==> src/hdl/wisd_pkg.sv <==
// Package for the wasm instruction stream decoder: record type, kind codes.
// No dependencies.
`default_nettype none
package wisd_pkg;

  localparam int unsigned ByteW   = 8;
  localparam int unsigned KindW   = 4;
  localparam int unsigned ValueW  = 64;
  localparam int unsigned OffsetW = 32;
  localparam int unsigned QueueDepth = 2;

  localparam logic [KindW-1:0] KIND_NONE   = 4'd0;
  localparam logic [KindW-1:0] KIND_BYTE   = 4'd1;
  localparam logic [KindW-1:0] KIND_U32    = 4'd2;
  localparam logic [KindW-1:0] KIND_S32    = 4'd3;
  localparam logic [KindW-1:0] KIND_S64    = 4'd4;
  localparam logic [KindW-1:0] KIND_F32    = 4'd5;
  localparam logic [KindW-1:0] KIND_F64    = 4'd6;
  localparam logic [KindW-1:0] KIND_MEMARG = 4'd7;
  localparam logic [KindW-1:0] KIND_TARGET = 4'd8;

  typedef struct packed {
    logic [ByteW-1:0]   opcode;
    logic [KindW-1:0]   imm_kind;
    logic [ValueW-1:0]  imm_value;
    logic [OffsetW-1:0] mem_offset;
    logic               last_target;
    logic               error;
  } wisd_rec_t;

endpackage
`default_nettype wire

==> src/hdl/wisd_if.sv <==
// Channel interfaces: code byte input and decoded record output.
// Depends on wisd_pkg.
`default_nettype none
interface wisd_byte_if import wisd_pkg::*; ();
  logic             valid;
  logic             ready;
  logic [ByteW-1:0] code_byte;
  modport source (output valid, output code_byte, input ready);
  modport sink   (input valid, input code_byte, output ready);
endinterface

interface wisd_rec_if import wisd_pkg::*; ();
  logic               valid;
  logic               ready;
  logic [ByteW-1:0]   opcode;
  logic [KindW-1:0]   imm_kind;
  logic [ValueW-1:0]  imm_value;
  logic [OffsetW-1:0] mem_offset;
  logic               last_target;
  logic               error;
  modport source (output valid, output opcode, output imm_kind, output imm_value,
                  output mem_offset, output last_target, output error, input ready);
  modport sink   (input valid, input opcode, input imm_kind, input imm_value,
                  input mem_offset, input last_target, input error, output ready);
endinterface
`default_nettype wire

==> src/hdl/wisd_front.sv <==
// Front end: per-byte phase machine, LEB128/raw immediate accumulation.
// Depends on wisd_pkg.
`default_nettype none
module wisd_front import wisd_pkg::*; (
  input  wire logic             clk_i,
  input  wire logic             rst_ni,
  input  wire logic             take_i,
  input  wire logic [ByteW-1:0] byte_i,
  output logic                  push_o,
  output wisd_rec_t             rec_o
);

  localparam logic [3:0] PH_OPCODE    = 4'd0;
  localparam logic [3:0] PH_BYTE      = 4'd1;
  localparam logic [3:0] PH_RESERVED  = 4'd2;
  localparam logic [3:0] PH_INDEX     = 4'd3;
  localparam logic [3:0] PH_CI_TYPE   = 4'd4;
  localparam logic [3:0] PH_CI_TABLE  = 4'd5;
  localparam logic [3:0] PH_MA_ALIGN  = 4'd6;
  localparam logic [3:0] PH_MA_OFFSET = 4'd7;
  localparam logic [3:0] PH_BT_COUNT  = 4'd8;
  localparam logic [3:0] PH_BT_TARGET = 4'd9;
  localparam logic [3:0] PH_S32       = 4'd10;
  localparam logic [3:0] PH_S64       = 4'd11;
  localparam logic [3:0] PH_F32       = 4'd12;
  localparam logic [3:0] PH_F64       = 4'd13;

  localparam logic [6:0] Lim32 = 7'd35;
  localparam logic [6:0] Lim64 = 7'd70;

  logic [3:0]         phase_q, phase_d;
  logic [ByteW-1:0]   op_q, op_d;
  logic [ValueW-1:0]  acc_q, acc_d;
  logic [6:0]         shift_q, shift_d;
  logic [31:0]        align_q, align_d;
  logic [31:0]        left_q, left_d;

  function automatic logic [3:0] first_phase(input logic [7:0] op);
    logic [3:0] ph;
    ph = PH_OPCODE;
    if (op >= 8'h02 && op <= 8'h04) ph = PH_BYTE;
    else if (op == 8'h0C || op == 8'h0D || op == 8'h10) ph = PH_INDEX;
    else if (op == 8'h0E) ph = PH_BT_COUNT;
    else if (op == 8'h11) ph = PH_CI_TYPE;
    else if (op >= 8'h20 && op <= 8'h24) ph = PH_INDEX;
    else if (op >= 8'h28 && op <= 8'h3E) ph = PH_MA_ALIGN;
    else if (op == 8'h3F || op == 8'h40) ph = PH_RESERVED;
    else if (op == 8'h41) ph = PH_S32;
    else if (op == 8'h42) ph = PH_S64;
    else if (op == 8'h43) ph = PH_F32;
    else if (op == 8'h44) ph = PH_F64;
    return ph;
  endfunction

  logic [6:0]        nshift;
  logic [ValueW-1:0] leb_acc, raw_acc, s64_val;
  logic [31:0]       s32_val;
  logic              more, fail32, fail64, done;

  always_comb begin
    nshift  = shift_q + 7'd7;
    leb_acc = acc_q;
    if (shift_q < 7'd64) leb_acc = acc_q | ({57'd0, byte_i[6:0]} << shift_q[5:0]);
    raw_acc = acc_q | ({56'd0, byte_i} << shift_q[5:0]);
    more    = byte_i[7];
    done    = !more;
    fail32  = more && (nshift >= Lim32);
    fail64  = more && (nshift >= Lim64);
    s32_val = leb_acc[31:0];
    if (nshift < 7'd32 && byte_i[6]) s32_val = s32_val | (32'hFFFF_FFFF << nshift[4:0]);
    s64_val = leb_acc;
    if (nshift < 7'd64 && byte_i[6]) s64_val = s64_val | ({ValueW{1'b1}} << nshift[5:0]);
  end

  always_comb begin
    phase_d = phase_q;
    op_d    = op_q;
    acc_d   = acc_q;
    shift_d = shift_q;
    align_d = align_q;
    left_d  = left_q;
    push_o  = 1'b0;
    rec_o   = '{opcode: op_q, imm_kind: KIND_NONE, imm_value: '0, mem_offset: '0,
                last_target: 1'b1, error: 1'b0};
    if (take_i) begin
      // leb phases: accumulate by default, overridden on finish below
      acc_d   = leb_acc;
      shift_d = nshift;
      case (phase_q)
        PH_BYTE: begin
          push_o = 1'b1;
          rec_o.imm_kind  = KIND_BYTE;
          rec_o.imm_value = {56'd0, byte_i};
        end
        PH_RESERVED: push_o = 1'b1;
        PH_INDEX, PH_CI_TABLE: begin
          rec_o.imm_kind = KIND_U32;
          if (fail32) begin
            push_o = 1'b1;
            rec_o.error = 1'b1;
          end else if (done) begin
            push_o = 1'b1;
            rec_o.imm_value = (phase_q == PH_INDEX) ? {32'd0, leb_acc[31:0]}
                                                     : {32'd0, align_q};
          end
        end
        PH_CI_TYPE, PH_MA_ALIGN, PH_BT_COUNT: begin
          rec_o.imm_kind = (phase_q == PH_CI_TYPE) ? KIND_U32 :
                           (phase_q == PH_MA_ALIGN) ? KIND_MEMARG : KIND_TARGET;
          if (fail32) begin
            push_o = 1'b1;
            rec_o.error = 1'b1;
          end else if (done) begin
            acc_d   = '0;
            shift_d = '0;
            if (phase_q == PH_BT_COUNT) begin
              left_d  = leb_acc[31:0];
              phase_d = PH_BT_TARGET;
            end else begin
              align_d = leb_acc[31:0];
              phase_d = (phase_q == PH_CI_TYPE) ? PH_CI_TABLE : PH_MA_OFFSET;
            end
          end
        end
        PH_MA_OFFSET: begin
          rec_o.imm_kind = KIND_MEMARG;
          if (fail32) begin
            push_o = 1'b1;
            rec_o.error = 1'b1;
          end else if (done) begin
            push_o = 1'b1;
            rec_o.imm_value  = {32'd0, align_q};
            rec_o.mem_offset = leb_acc[31:0];
          end
        end
        PH_BT_TARGET: begin
          rec_o.imm_kind = KIND_TARGET;
          if (fail32) begin
            push_o = 1'b1;
            rec_o.error = 1'b1;
          end else if (done) begin
            push_o = 1'b1;
            rec_o.imm_value = {32'd0, leb_acc[31:0]};
            if (left_q != 32'd0) begin
              rec_o.last_target = 1'b0;
              left_d = left_q - 32'd1;
            end
          end
        end
        PH_S32: begin
          rec_o.imm_kind = KIND_S32;
          if (fail32) begin
            push_o = 1'b1;
            rec_o.error = 1'b1;
          end else if (done) begin
            push_o = 1'b1;
            rec_o.imm_value = {{32{s32_val[31]}}, s32_val};
          end
        end
        PH_S64: begin
          rec_o.imm_kind = KIND_S64;
          if (fail64) begin
            push_o = 1'b1;
            rec_o.error = 1'b1;
          end else if (done) begin
            push_o = 1'b1;
            rec_o.imm_value = s64_val;
          end
        end
        PH_F32, PH_F64: begin
          acc_d   = raw_acc;
          shift_d = shift_q + 7'd8;
          rec_o.imm_kind  = (phase_q == PH_F32) ? KIND_F32 : KIND_F64;
          rec_o.imm_value = raw_acc;
          push_o = (phase_q == PH_F32) ? (shift_d >= 7'd32) : (shift_d >= 7'd64);
        end
        default: begin
          // opcode phase (and unused codes, which act as a reset)
          op_d    = byte_i;
          acc_d   = '0;
          shift_d = '0;
          phase_d = first_phase(byte_i);
          rec_o.opcode = byte_i;
          push_o = (phase_d == PH_OPCODE);
          if (phase_q != PH_OPCODE) begin
            align_d = '0;
            left_d  = '0;
          end
        end
      endcase
      if (push_o) begin
        // a non-final br_table target keeps parsing targets
        phase_d = rec_o.last_target ? PH_OPCODE : PH_BT_TARGET;
        acc_d   = '0;
        shift_d = '0;
      end
    end
  end

  always_ff @(posedge clk_i or negedge rst_ni) begin
    if (!rst_ni) begin
      phase_q <= PH_OPCODE;
      op_q    <= '0;
      acc_q   <= '0;
      shift_q <= '0;
      align_q <= '0;
      left_q  <= '0;
    end else begin
      phase_q <= phase_d;
      op_q    <= op_d;
      acc_q   <= acc_d;
      shift_q <= shift_d;
      align_q <= align_d;
      left_q  <= left_d;
    end
  end

endmodule
`default_nettype wire

==> src/hdl/wisd_queue.sv <==
// Short record queue between front and back ends.
// Depends on wisd_pkg.
`default_nettype none
module wisd_queue import wisd_pkg::*; #(
  parameter int unsigned Depth = QueueDepth
) (
  input  wire logic      clk_i,
  input  wire logic      rst_ni,
  input  wire logic      push_i,
  input  wisd_rec_t      rec_i,
  output logic           full_o,
  input  wire logic      pop_i,
  output logic           valid_o,
  output wisd_rec_t      rec_o
);

  localparam int unsigned PtrW = (Depth > 1) ? $clog2(Depth) : 1;
  localparam int unsigned CntW = $clog2(Depth + 1);

  wisd_rec_t         mem_q [Depth];
  logic [PtrW-1:0]   wr_q, wr_d, rd_q, rd_d;
  logic [CntW-1:0]   cnt_q, cnt_d;

  function automatic logic [PtrW-1:0] bump(input logic [PtrW-1:0] p);
    return (p == PtrW'(Depth - 1)) ? '0 : p + 1'b1;
  endfunction

  assign full_o  = (cnt_q == CntW'(Depth));
  assign valid_o = (cnt_q != '0);
  assign rec_o   = mem_q[rd_q];

  always_comb begin
    wr_d  = push_i ? bump(wr_q) : wr_q;
    rd_d  = pop_i ? bump(rd_q) : rd_q;
    cnt_d = cnt_q + CntW'(push_i) - CntW'(pop_i);
  end

  always_ff @(posedge clk_i) begin
    if (push_i) mem_q[wr_q] <= rec_i;
  end

  always_ff @(posedge clk_i or negedge rst_ni) begin
    if (!rst_ni) begin
      wr_q  <= '0;
      rd_q  <= '0;
      cnt_q <= '0;
    end else begin
      wr_q  <= wr_d;
      rd_q  <= rd_d;
      cnt_q <= cnt_d;
    end
  end

endmodule
`default_nettype wire

==> src/hdl/wisd_back.sv <==
// Back end: output register that drains the queue onto the record channel.
// Depends on wisd_pkg.
`default_nettype none
module wisd_back import wisd_pkg::*; (
  input  wire logic  clk_i,
  input  wire logic  rst_ni,
  input  wire logic  avail_i,
  input  wisd_rec_t  rec_i,
  output logic       pop_o,
  input  wire logic  out_ready_i,
  output logic       out_valid_o,
  output wisd_rec_t  out_rec_o
);

  logic      valid_q, valid_d;
  wisd_rec_t rec_q;

  assign pop_o       = avail_i && (!valid_q || out_ready_i);
  assign valid_d     = pop_o || (valid_q && !out_ready_i);
  assign out_valid_o = valid_q;
  assign out_rec_o   = rec_q;

  always_ff @(posedge clk_i) begin
    if (pop_o) rec_q <= rec_i;
  end

  always_ff @(posedge clk_i or negedge rst_ni) begin
    if (!rst_ni) valid_q <= 1'b0;
    else         valid_q <= valid_d;
  end

endmodule
`default_nettype wire

==> src/hdl/wasm_instruction_stream_decoder_unit.sv <==
// Throughput: one code byte per cycle, sustained; input stalls only when the queue fills.
// Path: a record is written into the queue by the byte that ends its instruction, then moves
//   into the output register.
// Reset: asynchronous active-low; parser returns to the opcode phase, queue and output empty.
// Depends on wisd_pkg, wisd_if, wisd_front, wisd_queue, wisd_back.
`default_nettype none
module wasm_instruction_stream_decoder_unit import wisd_pkg::*; #(
  parameter int unsigned QDepth = QueueDepth
) (
  input  wire logic  clk_i,
  input  wire logic  rst_ni,
  wisd_byte_if.sink  in_i,
  wisd_rec_if.source out_o
);

  // Front: consumes a byte per transaction and emits at most one record.
  logic      q_full, q_valid, push, pop;
  wisd_rec_t front_rec, q_rec, out_rec;
  logic      take;

  // Queue space is the only thing that holds the input off.
  assign in_i.ready = !q_full;
  assign take       = in_i.valid && !q_full;

  wisd_front u_front (
    .clk_i  (clk_i),
    .rst_ni (rst_ni),
    .take_i (take),
    .byte_i (in_i.code_byte),
    .push_o (push),
    .rec_o  (front_rec)
  );

  // Decoupling queue: front keeps parsing while the sink stalls, until the queue fills.
  wisd_queue #(.Depth(QDepth)) u_queue (
    .clk_i   (clk_i),
    .rst_ni  (rst_ni),
    .push_i  (push),
    .rec_i   (front_rec),
    .full_o  (q_full),
    .pop_i   (pop),
    .valid_o (q_valid),
    .rec_o   (q_rec)
  );

  // Back: registered output transaction.
  wisd_back u_back (
    .clk_i       (clk_i),
    .rst_ni      (rst_ni),
    .avail_i     (q_valid),
    .rec_i       (q_rec),
    .pop_o       (pop),
    .out_ready_i (out_o.ready),
    .out_valid_o (out_o.valid),
    .out_rec_o   (out_rec)
  );

  assign out_o.opcode      = out_rec.opcode;
  assign out_o.imm_kind    = out_rec.imm_kind;
  assign out_o.imm_value   = out_rec.imm_value;
  assign out_o.mem_offset  = out_rec.mem_offset;
  assign out_o.last_target = out_rec.last_target;
  assign out_o.error       = out_rec.error;

endmodule
`default_nettype wire

==> src/flat_wrapper.sv <==
// flat-port wrapper written by rule: the top's interface ports become plain ports
module wasm_instruction_stream_decoder_unit_flat import wisd_pkg::*;
#(
  parameter int unsigned QDepth = QueueDepth
)
  (clk_i, rst_ni, in_i_valid, in_i_code_byte, in_i_ready, out_o_valid, out_o_opcode, out_o_imm_kind, out_o_imm_value, out_o_mem_offset, out_o_last_target, out_o_error, out_o_ready);
  wisd_byte_if in_i_i ();
  wisd_rec_if out_o_i ();
  input  wire logic clk_i;
  input  wire logic rst_ni;
  input wire logic [$bits(in_i_i.valid)-1:0] in_i_valid;
  input wire logic [$bits(in_i_i.code_byte)-1:0] in_i_code_byte;
  output wire logic [$bits(in_i_i.ready)-1:0] in_i_ready;
  output wire logic [$bits(out_o_i.valid)-1:0] out_o_valid;
  output wire logic [$bits(out_o_i.opcode)-1:0] out_o_opcode;
  output wire logic [$bits(out_o_i.imm_kind)-1:0] out_o_imm_kind;
  output wire logic [$bits(out_o_i.imm_value)-1:0] out_o_imm_value;
  output wire logic [$bits(out_o_i.mem_offset)-1:0] out_o_mem_offset;
  output wire logic [$bits(out_o_i.last_target)-1:0] out_o_last_target;
  output wire logic [$bits(out_o_i.error)-1:0] out_o_error;
  input wire logic [$bits(out_o_i.ready)-1:0] out_o_ready;
  assign in_i_i.valid = in_i_valid;
  assign in_i_i.code_byte = in_i_code_byte;
  assign in_i_ready = in_i_i.ready;
  assign out_o_valid = out_o_i.valid;
  assign out_o_opcode = out_o_i.opcode;
  assign out_o_imm_kind = out_o_i.imm_kind;
  assign out_o_imm_value = out_o_i.imm_value;
  assign out_o_mem_offset = out_o_i.mem_offset;
  assign out_o_last_target = out_o_i.last_target;
  assign out_o_error = out_o_i.error;
  assign out_o_i.ready = out_o_ready;
  wasm_instruction_stream_decoder_unit #(.QDepth(QDepth)) u_core (.clk_i(clk_i), .rst_ni(rst_ni), .in_i(in_i_i), .out_o(out_o_i));
endmodule
==> config.mk <==
export PLATFORM = sky130hd
export DESIGN_NAME = wasm_instruction_stream_decoder_unit_flat
export DESIGN_NICKNAME = d
export VERILOG_FILES = /design/src/hdl/wisd_pkg.sv /design/src/hdl/wisd_if.sv /design/src/hdl/wisd_front.sv /design/src/hdl/wisd_queue.sv /design/src/hdl/wisd_back.sv /design/src/hdl/wasm_instruction_stream_decoder_unit.sv /design/src/flat_wrapper.sv
export SDC_FILE = /design/constraint.sdc
export NUM_CORES = 1
export LEC_CHECK = 0
export BUFFER_PORTS_ARGS = -buffer_cell sky130_fd_sc_hd__buf_2
export CAP_MARGIN = 20
export CORE_MARGIN = 2
export CORE_UTILIZATION = 40
export CTS_CLUSTER_SIZE = 40
export DETAILED_ROUTE_END_ITERATION = 10
export PLACE_DENSITY = 0.54
export SLEW_MARGIN = 5
export SYNTH_ARGS = -nofsm -noshare
export SYNTH_HDL_FRONTEND = slang
export SYNTH_HIERARCHICAL = 1
export SYNTH_SLANG_ARGS = --single-unit
export TNS_END_PERCENT = 50
==> constraint.sdc <==
create_clock -name clk_i -period 10.3 [get_ports clk_i]
set_input_delay 0 -clock clk_i [delete_from_list [all_inputs] [get_ports clk_i]]
set_output_delay 0 -clock clk_i [all_outputs]
set_load 0.02 [all_outputs]
---- After elaboration in Yosys (flattened, before gate mapping) ----
Memories as Yosys holds them, arrays and structs flattened. A register that Yosys moved wholly into a read port is not among the register bits.
Index checks and enable logic that the tools add are counted.
cells by class
  div/mod/pow operators ................... 0
  mux-type cells .......................... 81
  $mul .................................... 0
  add/subtract/negate cells ............... 7
  bitwise operators ....................... 6
  $lt $le $gt $ge ......................... 13
  reduce and logical (&&, ||, !) cells .... 37
  shift-type cells ........................ 4
  equal/unequal tests ..................... 35
operators with widths
  kind                                                 count
  2-to-1 mux 64 bit                                    11
  2-to-1 mux 32 bit                                    16
  case mux 64 bit (7 select lines)                     1
  OR 64 bit                                            3
  case mux 64 bit (3 select lines)                     1
  2-to-1 mux 110 bit                                   1
  2-to-1 mux 96 bit                                    1
  case mux 32 bit (3 select lines)                     1
  2-to-1 mux 4 bit                                     20
  case mux 32 bit (2 select lines)                     1
  left shift 64 x 6 -> 64 bit, first input constant    1
  left shift 7 x 6 -> 64 bit                           1
  left shift 8 x 6 -> 64 bit                           1
  equality test 8 x 7 -> 1 bit, second input constant  5
  OR 32 bit                                            1
  case mux 4 bit (8 select lines)                      1
  nonzero test 32 bit                                  1
  left shift 32 x 5 -> 32 bit, first input constant    1
  subtractor 32 x 1 -> 32 bit, second input constant   1
  equality test 4 bit, second input constant           6
  equality test 8 x 4 -> 1 bit, second input constant  3
  2-to-1 mux 7 bit                                     3
  case mux 7 bit (3 select lines)                      1
  2-to-1 mux 1 bit                                     17
  other kinds (45)                                     84
word-level totals
  RAM bits ................................ 220
  latch bits .............................. 0
  word-level logic and storage cells ...... 194
  memory bits (read-only) ................. 0
  memories ................................ 1
  bits in registers ....................... 152
memory list
  name                  words  width  rd ports  clocked after Yosys merged registers in  write ports  line              text
  u_core.u_queue.mem_q  2      110    1         1                                        1            wisd_queue.sv:20  wisd_rec_t mem_q [Depth];

---- Depth between registers and ports, before layout ----
Gate-level depths: netlist (run 1).
  word-level depth ........................ 20
  mapped depth ............................ 15
  mapped depth without buffers ............ 11

---- Hierarchy ----
The synthesis (run 1) kept the hierarchy.
by module, submodules not included
  module                                area an instance (sq um)  cells each  seq. area each (sq um)  instances
  wisd_front                            12323.1                   1633        3678.5                  1
  wisd_queue                            8166.6                    357         6706.4                  1
  wisd_back                             3347.0                    114         3328.2                  1
  wasm_instruction_stream_decoder_unit  10.0                      2           0.0                     1

---- Least setup slack after synthesis (run 1) ----
OpenSTA, ideal clock, no wires.
  kind .................................... reg2reg
  start ................................... reg u_core.u_front.shift_q[1]
  end ..................................... mem u_core/u_queue/mem_q[0][0] (netlist bit) (enable)
  path buffers ............................ 3
  required time ........................... 9.707 ns
  setup slack ............................. 2.120 ns
  cell stages (with the launch flop) ...... 13
  data arrival time ....................... 7.587 ns
  cells stage by stage .................... dfrtp_1 -> buf_4 -> buf_4 -> buf_2 -> inv_1 -> ha_1 -> nand2b_1 -> nand4_1 -> and2_1 -> or3_1 -> and3_1 -> nor3_1 -> nor2b_1
on the way
  word-level cells in the longest chain between the ends .. 9
RTL lines
  element                                                                                                 line                                                     text
  start, declared                                                                                         wisd_front.sv:34                                         logic [6:0] shift_q, shift_d;
  start signal, assigned                                                                                  wisd_front.sv:212                                        shift_q <= shift_d;
  adder 7 x 3 -> 7 bit                                                                                    wisd_front.sv:61                                         nshift = shift_q + 7'd7;
  greater-or-equal comparator 7 bit / greater-or-equal comparator 7 x 6 -> 1 bit (equally long branches)  wisd_front.sv:68, wisd_front.sv:67
  logical AND 1 bit, on equally long branches                                                             wisd_front.sv:68, wisd_front.sv:67
  2-to-1 mux 1 bit, on equally long branches                                                              wisd_front.sv:162, wisd_front.sv:110, wisd_front.sv:152
  case mux 1 bit (5 select lines) (*)                                                                     wisd_front.sv:89                                         case (phase_q)
  2-to-1 mux 1 bit (*) (2 in series)                                                                      wisd_front.sv:85                                         if (take_i) begin
  named net u_core.push                                                                                   wasm_instruction_stream_decoder_unit.sv:17               logic q_full, q_valid, push, pop;
  2-to-1 mux 1 bit (*)                                                                                    wisd_queue.sv:39                                         if (push_i) mem_q[wr_q] <= rec_i;
  2-to-1 mux 1 bit (not written as such) (*)                                                              wisd_queue.sv:39
  end, declared                                                                                           wisd_queue.sv:20
The timed path passes the listed nets; every way through them passes the cells marked *. The select of a mux whose other input is x is not followed.

---- Worst setup path in the final report (run 1) ----
  start ................................... reg u_core.u_front.shift_q[5]
  end ..................................... mem u_core/u_queue/mem_q[1][33] (netlist bit) (enable)
The elaborated chain is that of the path after synthesis.

==> results.ini, run 1 <==
[pwr]
fin_total_pwr_w = 0.00758
power_frac_comb_pct = 35.9
power_leakage_nw = 9.68
irDropWorstVdd_v = 0.000242
intPower_w = 0.00462
p_per_area_nw_per_um2 = 280
clockPowerShare_pct = 25.7
swShare_pct = 39.1
seq_power_share_pct = 38.4
p_switching_w = 0.00297

[grt]
grt_usage_pct = 26.5
grt_pass1_vias = 17700
antenna_found_initial = 0
grt_pass1_wl_um = 120000
grt_max_degree = 69
globalRouteOverflowTotal = 0

[setup_path]
critPathKind = reg2reg
cp_data_required_time_ps = 10530
rr_worst_depth = 9
path_delay_family = buffers and inverters
crit_path_start_kind = flip-flop
cp.depth = 9
crit_buf_inv = 3
r2r_slack_ps = 5190
critPathLaunch = u_core/u_front/shift_q[5]$_DFFE_PN0P_
cp_data_arrival_time_ps = 5340
critPathMaxFanout = 61
crit_top_cell = buf_4
r2r_start = u_core/u_front/shift_q[5]$_DFFE_PN0P_
crit_chain = buf_4, inv_1, xnor2_2, o211ai_1, o21ai_1, and3_1, nor3_1, and2_4, buf_4
r2r-end = u_core/u_queue/mem_q[1][33]$_DFFE_PP_
slowest_delay_ps = 750
slowest_stage = buf_4
worst_setup_path_end_kind = flip-flop

[drt]
ant_nets = 0
drt_wl_total_um = 81800
drc = 0
drt-pass1-iter-count = 7
vias = 18700
via_per_inst = 6.22
drt-wirelength-per-cell_um = 27.2
drt-initial-drc-count = 2070

[logic_synthesis]
syn_nets = 2129
yosys_warnings = 6
netlist_instances = 2106
ys_seq_area_share_pct = 57.5
synth_area_um2 = 23800
yosys-top-cells-count = 330 x edfxtp_1, 181 x nand2_1, 170 x nor2_1
synthArstFlopShare_pct = 31.5
synth_cell_types = 90
synth-edff-count = 330
synth_ff_type = edfxtp_1
syn_avg_cell_area_um2 = 11.3
synthTopCellsByArea = edfxtp_1 42%, dfrtp_1 16%, mux2_2 5.9%, a21oi_1 3.3%, o21ai_0 3.3%
synth_seq_cells = 482
synth_top_area_share_pct = 41.6
yosysMostFrequentCell = edfxtp_1
synth_top_area_cell = edfxtp_1

[clock_network]
cts_resized = 0
clock_sinks = 482
cts_tree = yes
cts_buffers = 51
clk_latency_ps = 620
cts_root_buffer = clkbuf_16
max-clock-path-buffers = 3
clkSlewWorstSetupHoldPaths_ps = 60
cts_hold_buf = 10
htreeDepth = 2
post_cts_buffers = 0

[final_layout]
final_core_util_pct = 45.9
ff_latch_area_um2 = 13700
multi_input_area_um2 = 9370
area_growth_pct = 13.5
final_nets = 2209
final_layout_size_suffix_gt1_share_pct = 19.6
fillCellCount = 5543

[placed_design]
place_hpwl_um = 55500
io_buffers = 123
routabilityCongestion = 1.00

[timing]
finClkSkew_ps = 42.3
timing.final.crit_period_ps = 5110
tightest_slew_ps = 1260
slew_viol_final = 0
post-route-period-util_pct = 49.6
relSlewSlack_pct = 16.1
rsz0062_at_grt = false
fin_setup_tns_ps = 0
setup_violations = 0
finalHoldViolCount = 0
clock.fmax_mhz = 196

[hold_path]
min_path_type = in2reg
worstHoldStart = in_i_code_byte[4]
whs_path_depth = 2
holdPathEnd = u_core/u_front/op_q[4]$_DFFE_PN0P_

[outcome]
status = complete, no violations

[run]
drv_cap = 0

[floorplan]
start_util_pct = 40.4
rows = 89
die_area_um2 = 61600
die_w_um = 248
coreArea_um2 = 59000
ios = 124
die_h_um = 248

-- stage by stage --
step	instances	hold WS (ps)	worst slack, ps	area, µm²
finish	3003	28.3	5190	27100
global route	3002	31.9	4870	27100
CTS	3002	2.67	5200	27100
detailed placement	2896	-7.25	5220	25200
global placement	2896	-7.52	5350	25200
floorplan	2106	-296	2120	23800
-- kinds of logic (layout without fill, tap and decap cells) --
group           after synthesis  after routing  share of synthesized area, %
compound gates              725            725                          20.1
flops                       482            482                          57.5
other cells                   0              1                             0
xor+xnor                     11             11                         0.498
buf+inv                     190            313                          3.60
simple gates                544            544                          10.6
mux                         143            143                          7.07
fa+ha+maj                    11             11                         0.577
-- worst reg2reg max path: stages (launching register included) --
cell,delay (ps)
dfrtp_1,700
buf_4,390
inv_1,390
xnor2_2,340
o211ai_1,350
o21ai_1,150
and3_1,280
nor3_1,510
and2_4,720
buf_4,760
-- worst max-delay path by stage --
stage	to	slack, ps
6_report	u_core/u_queue/mem_q[1][33]$_DFFE_PP_	5190
5_1_grt	u_core/u_queue/mem_q[1][33]$_DFFE_PP_	4870
4_1_cts	u_core/u_queue/mem_q[1][63]$_DFFE_PP_	5200
3_5_place_dp	u_core/u_queue/mem_q[1][37]$_DFFE_PP_	5220
3_3_place_gp	u_core/u_queue/mem_q[1][39]$_DFFE_PP_	5350
2_1_floorplan	u_core/u_queue/mem_q[0][0]$_DFFE_PP_	2120
-- cell type report --
type | count | share of cell area (%)
repair buffers | 180 | 4.04
multi-input cells | 1434 | 34.6
clock inverters | 30 | 1.50
inverters | 37 | 0.513
well taps | 773 | 3.57
diodes | 1 | 0.00925
clock buffers | 66 | 5.08
flip-flops and latches | 482 | 50.7
-- power by group through the flow --
| stage | clock network (W) | registers, W | logic [W] |
|---|---|---|---|
| global route | 0.00208 | 0.00296 | 0.00287 |
| floorplan | 0 | 0.00318 | 0.00143 |
| global placement | 0 | 0.00294 | 0.00269 |
| finish | 0.00195 | 0.00291 | 0.00273 |
| detailed placement | 0 | 0.00295 | 0.00268 |
| CTS | 0.00200 | 0.00292 | 0.00270 |
-- cells in the final DEF (no fill, tap or decap), types with 10 or more instances in the layout --
cell	netlist	routed
a211oi_1	11	11
a21o_1	30	30
a21oi_1	157	157
a221oi_1	16	16
a22o_1	35	34
a22oi_1	32	31
a2bb2oi_1	10	10
a31oi_1	53	53
a32oi_1	10	10
buf_2	30	122
buf_4	5	47
clkbuf_1	97	12
clkbuf_16	0	52
dfrtp_1	152	151
edfxtp_1	330	330
ha_1	11	11
inv_1	34	34
mux2_2	125	125
nand2_1	181	180
nand2b_1	25	25
nand3_1	22	21
nor2_1	170	170
nor2b_1	23	21
nor3_1	35	31
o211ai_1	23	23
o21a_1	12	12
o21ai_0	155	153
o21bai_1	14	14
o22ai_1	27	27
o2bb2ai_1	35	35
o31ai_1	37	37
or3_1	13	13
-- metal layers --
layer | routed length [µm] | GRT usage (%) | vias up
met5 | 0 | 0 | -
met4 | 2860 | 9.51 | 0
met3 | 6540 | 4.51 | 154
met2 | 36500 | 39.8 | 944
met1 | 35900 | 38.4 | 9369
li1 | - | - | 8211
-- state kept, by name (all words and copies together) (netlist names), 2 cells and up --
signal                   count
u_core/u_queue/mem_q       220
u_core/u_back/out_rec_o    110
u_core/u_front/acc_q        64
u_core/u_front/align_q      32
u_core/u_front/left_q       32
u_core/u_front/op_q          8
u_core/u_front/shift_q       7
u_core/u_front/phase_q       4
u_core/u_queue/cnt_q         2
Note: power is estimated with default switching activity, not from simulation.
==> inputs of run 2 (changes only) <==
--- a/config.mk
+++ b/config.mk
@@ -11,7 +11,7 @@
 export CORE_UTILIZATION = 40
 export CTS_CLUSTER_SIZE = 40
 export DETAILED_ROUTE_END_ITERATION = 10
-export PLACE_DENSITY = 0.54
+export PLACE_DENSITY = 0.56
 export SLEW_MARGIN = 5
 export SYNTH_ARGS = -nofsm -noshare
 export SYNTH_HDL_FRONTEND = slang
==> constraint.sdc (replaced) <==
create_clock -name clk_i -period 4.65 [get_ports clk_i]
set_input_delay 0 -clock clk_i [delete_from_list [all_inputs] [get_ports clk_i]]
set_output_delay 0 -clock clk_i [all_outputs]
set_load 0.02 [all_outputs]
==> run 2 against run 1 <==
Effect of this change: first-iteration DRC count grew 14%; critical path type unchanged; die area is the same; highest routed layer is now met5; power up 120%.
==> results.ini, run 2 (synthesis gave the netlist of run 1 again) <==
[clock_network]
htreeDepth = 2  ; unchanged
clk_latency_ps = 620  ; about the same
cts_tree = yes
cts_buffers = 50  ; -2.0%
max-clock-path-buffers = 3  ; unchanged
clkSlewWorstSetupHoldPaths_ps = 60  ; about the same
cts_root_buffer = clkbuf_16
clock_sinks = 482  ; unchanged

[drt]
drt-initial-drc-count = 2354  ; +14%
drc = 0  ; unchanged
wl_met2_um = 37200  ; +1.9%
drt_wl_total_um = 83800  ; +2.4%
dr.max_layer_used = met5
drt-pass1-iter-count = 8  ; +1
via_per_inst = 6.25  ; +0.54%
m1WireLength_um = 35400  ; -1.4%
drt-wirelength-per-cell_um = 27.6  ; +1.4%
ant_nets = 0  ; unchanged
wl_met3_um = 7740  ; +18%
vias = 19000  ; +1.5%

[timing]
rsz0062_at_grt = false
slew_viol_final = 0  ; unchanged
setup_violations = 0  ; unchanged
fin_ws_ps = 831  ; -4360 ps
whs_ps = 31.6  ; +3.22 ps
finalHoldViolCount = 0  ; unchanged
clock.fmax_mhz = 262  ; +34%
relSlewSlack_pct = 16.5  ; +0.42 points
tightest_slew_ps = 1240  ; -16.9 ps
post-route-period-util_pct = 82.1  ; +32 points
finClkSkew_ps = 39.8  ; -2.51 ps
timing.final.crit_period_ps = 3820  ; -1290 ps
fin_setup_tns_ps = 0  ; unchanged

[setup_path]
worst_setup_path_end_kind = flip-flop
r2r_slack_ps = 830  ; -4360 ps
critPathKind = reg2reg
crit_buf_inv = 1  ; -2
path_delay_family = simple AND/OR/NAND/NOR gates
crit_chain = nand2b_1, nand4_1, and2_1, or3_1, and3_1, nor3_2, nor2b_4, buf_4
cp_data_required_time_ps = 4880  ; -5650 ps
slowest_stage = dfrtp_1
critPathMaxFanout = 39  ; -36%
slowest_delay_ps = 830  ; +80 ps
cp_data_arrival_time_ps = 4050  ; -1290 ps
crit_path_start_kind = flip-flop

[pwr]
power_leakage_nw = 9.80  ; +1.3%
seq_power_share_pct = 38.5  ; about the same
intPower_w = 0.0101  ; +120%
p_switching_w = 0.00664  ; +120%
swShare_pct = 39.6  ; +0.46 points
irDropWorstVdd_v = 0.000498  ; +110%
power_frac_comb_pct = 37.2  ; +1.3 points
clockPowerShare_pct = 24.3  ; -1.4 points
p_per_area_nw_per_um2 = 616  ; +120%

[grt]
grt_pass1_vias = 18100  ; +2.4%
globalRouteOverflowTotal = 0  ; unchanged
grt_pass1_wl_um = 123000  ; +2.5%
antenna_found_initial = 2  ; +2
grt_usage_pct = 27.0  ; +0.56 points
grt_max_degree = 85  ; +23%

[placed_design]
io_buffers = 123  ; unchanged
pre_cts_slack_ps = 821  ; -4400 ps
place_hpwl_um = 57600  ; +3.9%
routabilityCongestion = 1.00  ; +0.19%

[final_layout]
fillCellCount = 5426  ; -2.1%
n_antenna_cell = 0  ; -1
layout_common_cells = 330 x edfxtp_1, 181 x nand2_1, 169 x nor2_1, 157 x a21oi_1, 155 x o21ai_0
ff_latch_area_um2 = 13700  ; about the same
largest_reg_flops = 220  ; unchanged
area_growth_pct = 14.1
largest_register = u_core/u_queue/mem_q
final_layout_size_suffix_gt1_share_pct = 20.8  ; +1.2 points
final_common_cell = edfxtp_1
final_nets = 2241  ; +1.4%
final_core_util_pct = 46.1  ; +0.26 points
multi_input_area_um2 = 9350  ; -0.12%

[floorplan]
ios = 124  ; unchanged
start_util_pct = 40.4  ; unchanged
die_w_um = 248  ; unchanged
rows = 89  ; unchanged
die_h_um = 248  ; unchanged
die_area_um2 = 61600  ; unchanged
coreArea_um2 = 59000  ; unchanged

[run]
drv_cap = 0  ; unchanged

[hold_path]
min_path_type = in2reg

[outcome]
status = complete, no violations

[run 2: cell count changes in the layout (fill, tap and decap cells not counted), sizes merged]
cell,before,now
clkinv,15,20
dlygate4sd3,9,6
clkbuf,66,67
clkinvlp,3,1
buf,171,207
diode,1,0
bufinv,8,4
inv,41,38
[run 2: path summary, 6_finish.rpt]
kind | from | end | depth (start not counted)
setup / recovery | u_core/u_front/shift_q[2]$_DFFE_PN0P_ | u_core/u_queue/mem_q[0][82]$_DFFE_PP_ | 8
hold / removal | in_i_code_byte[4] | u_core/u_front/op_q[4]$_DFFE_PN0P_ | 2
setup reg to reg | u_core/u_front/shift_q[2]$_DFFE_PN0P_ | u_core/u_queue/mem_q[0][82]$_DFFE_PP_ | 8
hold reg to reg | u_core/u_front/align_q[18]$_DFFE_PN0P_ | u_core/u_front/align_q[18]$_DFFE_PN0P_ | 2
max in group asynchronous | rst_ni | u_core/u_front/acc_q[60]$_DFFE_PN0P_ | 3
min in group asynchronous | rst_ni | u_core/u_front/op_q[4]$_DFFE_PN0P_ | 2
[run 2: timing repair]
action	4_1_cts	5_1_grt
endpoints found under the hold margin	87	0
endpoints found under the setup margin	0	0
hold buffers	6	0
setup buffers	0	0
gates resized for setup	0	0
[run 2: through the flow]
step                cell area (µm²)  power [W]  cells
floorplan                     23900     0.0102   2106
global placement              25500     0.0126   2931
detailed placement            25500     0.0127   2931
CTS                           27200     0.0168   3030
global route                  27200     0.0174   3032
finish                        27200     0.0168   3032
[run 2: power by group through the flow]
stage                     Sequential (W)  Clock (W)  Combinational [W]
after floorplan                  0.00699          0            0.00319
after global placement           0.00652          0            0.00611
after detailed placement         0.00655          0            0.00610
after CTS                        0.00648    0.00416            0.00613
after global routing             0.00658    0.00433            0.00652
final                            0.00646    0.00406            0.00624
[run 2: area by class of cell]
cell class	count	share of cell area (%)
multi-input cells	1434	34.4
clock inverters	26	0.993
inverters	37	0.510
well taps	773	3.55
flip-flops and latches	482	50.4
clock buffers	67	5.13
repair buffers	213	5.05
[run 2: per-layer routing]
metal | global-route usage, % | up-vias
met3 | 6.02 | 179
met5 | 0 | -
met1 | 38.0 | 9508
met2 | 40.8 | 1010
li1 | - | 8259
met4 | 10.3 | 4
[run 2: worst reg2reg max path: cells and delay by family (launching register included)]
family | cells | cell delay (ps)
buffers and inverters | 1 | 460
DFF | 1 | 830
and+or+nand+nor | 7 | 2090
==> inputs of run 3 (changes only) <==
==> constraint.sdc (replaced) <==
create_clock -name clk_i -period 3.5 [get_ports clk_i]
set_input_delay 0 -clock clk_i [delete_from_list [all_inputs] [get_ports clk_i]]
set_output_delay 0 -clock clk_i [all_outputs]
set_load 0.02 [all_outputs]
==> run 3 against run 2 <==
Effect of this change: highest routed layer unchanged; final cell count is 3.9% higher; largest cell class unchanged; routed wire length is 3.4% higher; clock skew down 21 ps; critical path depth decreased by 1; fmax is 15% higher; first-iteration DRC count down 5.1%.
==> results.ini, run 3 (synthesis gave the netlist of run 1 again) <==
[outcome]
status = complete, no violations

[clock_network]
max-clock-path-buffers = 3  ; unchanged
cts_buffers = 52  ; +4.0%
clkSlewWorstSetupHoldPaths_ps = 60  ; about the same
htreeDepth = 2  ; unchanged
clk_latency_ps = 630  ; about the same
post_cts_buffers = 0  ; unchanged
cts_root_buffer = clkbuf_16
cts_resized = 0  ; unchanged
clock_sinks = 482  ; unchanged
cts_tree = yes
cts_hold_buf = 12  ; +6

[floorplan]
die_area_um2 = 61600  ; unchanged
ios = 124  ; unchanged
die_w_um = 248  ; unchanged
start_util_pct = 40.4  ; unchanged
rows = 89  ; unchanged
die_h_um = 248  ; unchanged
coreArea_um2 = 59000  ; unchanged

[setup_path]
r2r_start = u_core/u_front/shift_q[1]$_DFFE_PN0P_
rr_worst_depth = 7  ; -1
worst_setup_path_end_kind = flip-flop
r2r_slack_ps = 180  ; -650 ps
cp_data_arrival_time_ps = 3670  ; -380 ps
critPathKind = reg2reg
cp_data_required_time_ps = 3850  ; -1030 ps
r2r-end = u_core/u_queue/mem_q[0][62]$_DFFE_PP_
crit_path_start_kind = flip-flop
critPathMaxFanout = 23  ; -41%

[final_layout]
area_growth_pct = 19.0
largest_reg_flops = 220  ; unchanged
fillCellCount = 5374  ; -0.96%
final_nets = 2356  ; +5.1%
final_common_cell = edfxtp_1
final_layout_size_suffix_gt1_share_pct = 24.7  ; +3.8 points
stdcell_count = 3151  ; +3.9%
layout_common_cells = 330 x edfxtp_1, 181 x nand2_1, 176 x buf_4, 170 x nor2_1, 157 x a21oi_1
largest_register = u_core/u_queue/mem_q

[drt]
vias = 19300  ; +2.0%
drt_wl_total_um = 86600  ; +3.4%
drt-wirelength-per-cell_um = 27.5  ; -0.49%
drt-initial-drc-count = 2235  ; -5.1%
via_per_inst = 6.14  ; -1.9%
drt-pass1-iter-count = 5  ; -3
drc = 0  ; unchanged
ant_nets = 0  ; unchanged

[grt]
grt_pass1_vias = 18700  ; +3.3%
grt_max_degree = 97  ; +14%
grt_pass1_wl_um = 127000  ; +3.5%
antenna_found_initial = 3  ; +1
globalRouteOverflowTotal = 0  ; unchanged
grt_usage_pct = 28.1  ; +1.1 points

[timing]
relSlewSlack_pct = 24.8  ; +8.4 points
fin_ws_ps = 179  ; -652 ps
finClkSkew_ps = 18.4  ; -21.4 ps
finalHoldViolCount = 0  ; unchanged
post-route-period-util_pct = 94.9  ; +13 points
slew_viol_final = 0  ; unchanged
clock.fmax_mhz = 301  ; +15%
tightest_slew_ps = 1120  ; -121 ps
setup_violations = 0  ; unchanged
rsz0062_at_grt = false
timing.final.crit_period_ps = 3320  ; -498 ps

[hold_path]
worstHoldStart = in_i_valid
whs_path_depth = 5  ; +3
holdPathEnd = u_core/u_front/phase_q[1]$_DFFE_PN0P_
min_path_type = in2reg

[run]
drv_cap = 0  ; unchanged

[pwr]
irDropWorstVdd_v = 0.000619  ; +24%
p_per_area_nw_per_um2 = 821  ; +33%
power_leakage_nw = 10.5  ; +6.6%

[placed_design]
routabilityCongestion = 1.00  ; -0.17%
place_inst = 3040  ; +3.7%
pre_cts_slack_ps = 241  ; -581 ps
place_hpwl_um = 61200  ; +6.3%
io_buffers = 123  ; unchanged

==> run 3: changes by cell type in the layout (fill, tap and decap cells not counted), moves of 4 or more <==
cell           change
clkbuf_1           -4
clkinv_2           -6
clkbuf_8           -6
buf_4             +97
inv_6              +7
dlygate4sd3_1      +5
buf_12            +10
==> run 3: power by group <==
part	leakage (nW)	total, W	internal [W]	switching, W
clock network	0.866	0.00577	0.00334	0.00244
registers	5.22	0.00855	0.00795	0.000593
logic	4.36	0.00900	0.00292	0.00607
==> run 3: layer usage <==
layer	part of all wire (%)	track usage, %	up-vias
li1	-	-	8518
met1	44	40.5	9683
met2	43	41.6	952
met3	8.7	5.60	181
met4	4.1	11.1	2
met5	0.015	0	-
==> run 3: area by class of cell <==
type | instances | area, µm² | area share (%)
flip-flops and latches | 482 | 13700 | 48.3
multi-input cells | 1434 | 9380 | 33.1
repair buffers | 326 | 2380 | 8.39
clock buffers | 59 | 1350 | 4.75
well taps | 773 | 967 | 3.41
clock inverters | 39 | 440 | 1.55
inverters | 37 | 141 | 0.498
diodes | 1 | 2.50 | 0.00882
==> run 3: how the worst max path moves through the flow <==
stage | start | endpoint | slack [ps] | cells after the start
final | u_core/u_front/shift_q[1]$_DFFE_PN0P_ | u_core/u_queue/mem_q[0][62]$_DFFE_PP_ | 180 | 7
after global routing | u_core/u_front/shift_q[1]$_DFFE_PN0P_ | u_core/u_queue/mem_q[1][62]$_DFFE_PP_ | 90 | 7
after CTS | u_core/u_front/shift_q[1]$_DFFE_PN0P_ | u_core/u_queue/mem_q[1][62]$_DFFE_PP_ | 220 | 7
after detailed placement | u_core/u_front/shift_q[1]$_DFFE_PN0P_ | u_core/u_queue/mem_q[0][62]$_DFFE_PP_ | 240 | 7
after global placement | u_core/u_front/shift_q[1]$_DFFE_PN0P_ | u_core/u_queue/mem_q[0][62]$_DFFE_PP_ | 220 | 7
after floorplan | u_core/u_front/shift_q[1]$_DFFE_PN0P_ | u_core/u_queue/mem_q[0][0]$_DFFE_PP_ | -820 | 12
==> run 3: through the flow <==
| stage | power, W | cell area, µm² | TNS [ps] | hold WS, ps | util [%] |
|---|---|---|---|---|---|
| final | 0.0233 | 28400 | 0 | 108 | 48.1 |
| after global routing | 0.0242 | 28400 | 0 | 124 | 48.1 |
| after CTS | 0.0233 | 28400 | 0 | 84.4 | 48.1 |
| after detailed placement | 0.0175 | 26500 | 0 | 50.2 | 44.8 |
| after global placement | 0.0174 | 26500 | 0 | 47.2 | 44.8 |
| after floorplan | 0.0136 | 23900 | -164790 | -296 | - |
==> run 3: worst max-delay path: stages, from the launching register on <==
cell and delay (ps):
dfrtp_2 670, mux2_2 420, a221oi_2 480, o22ai_1 420, a21oi_1 440, inv_1 130, a221oi_1 340, a21oi_1 150
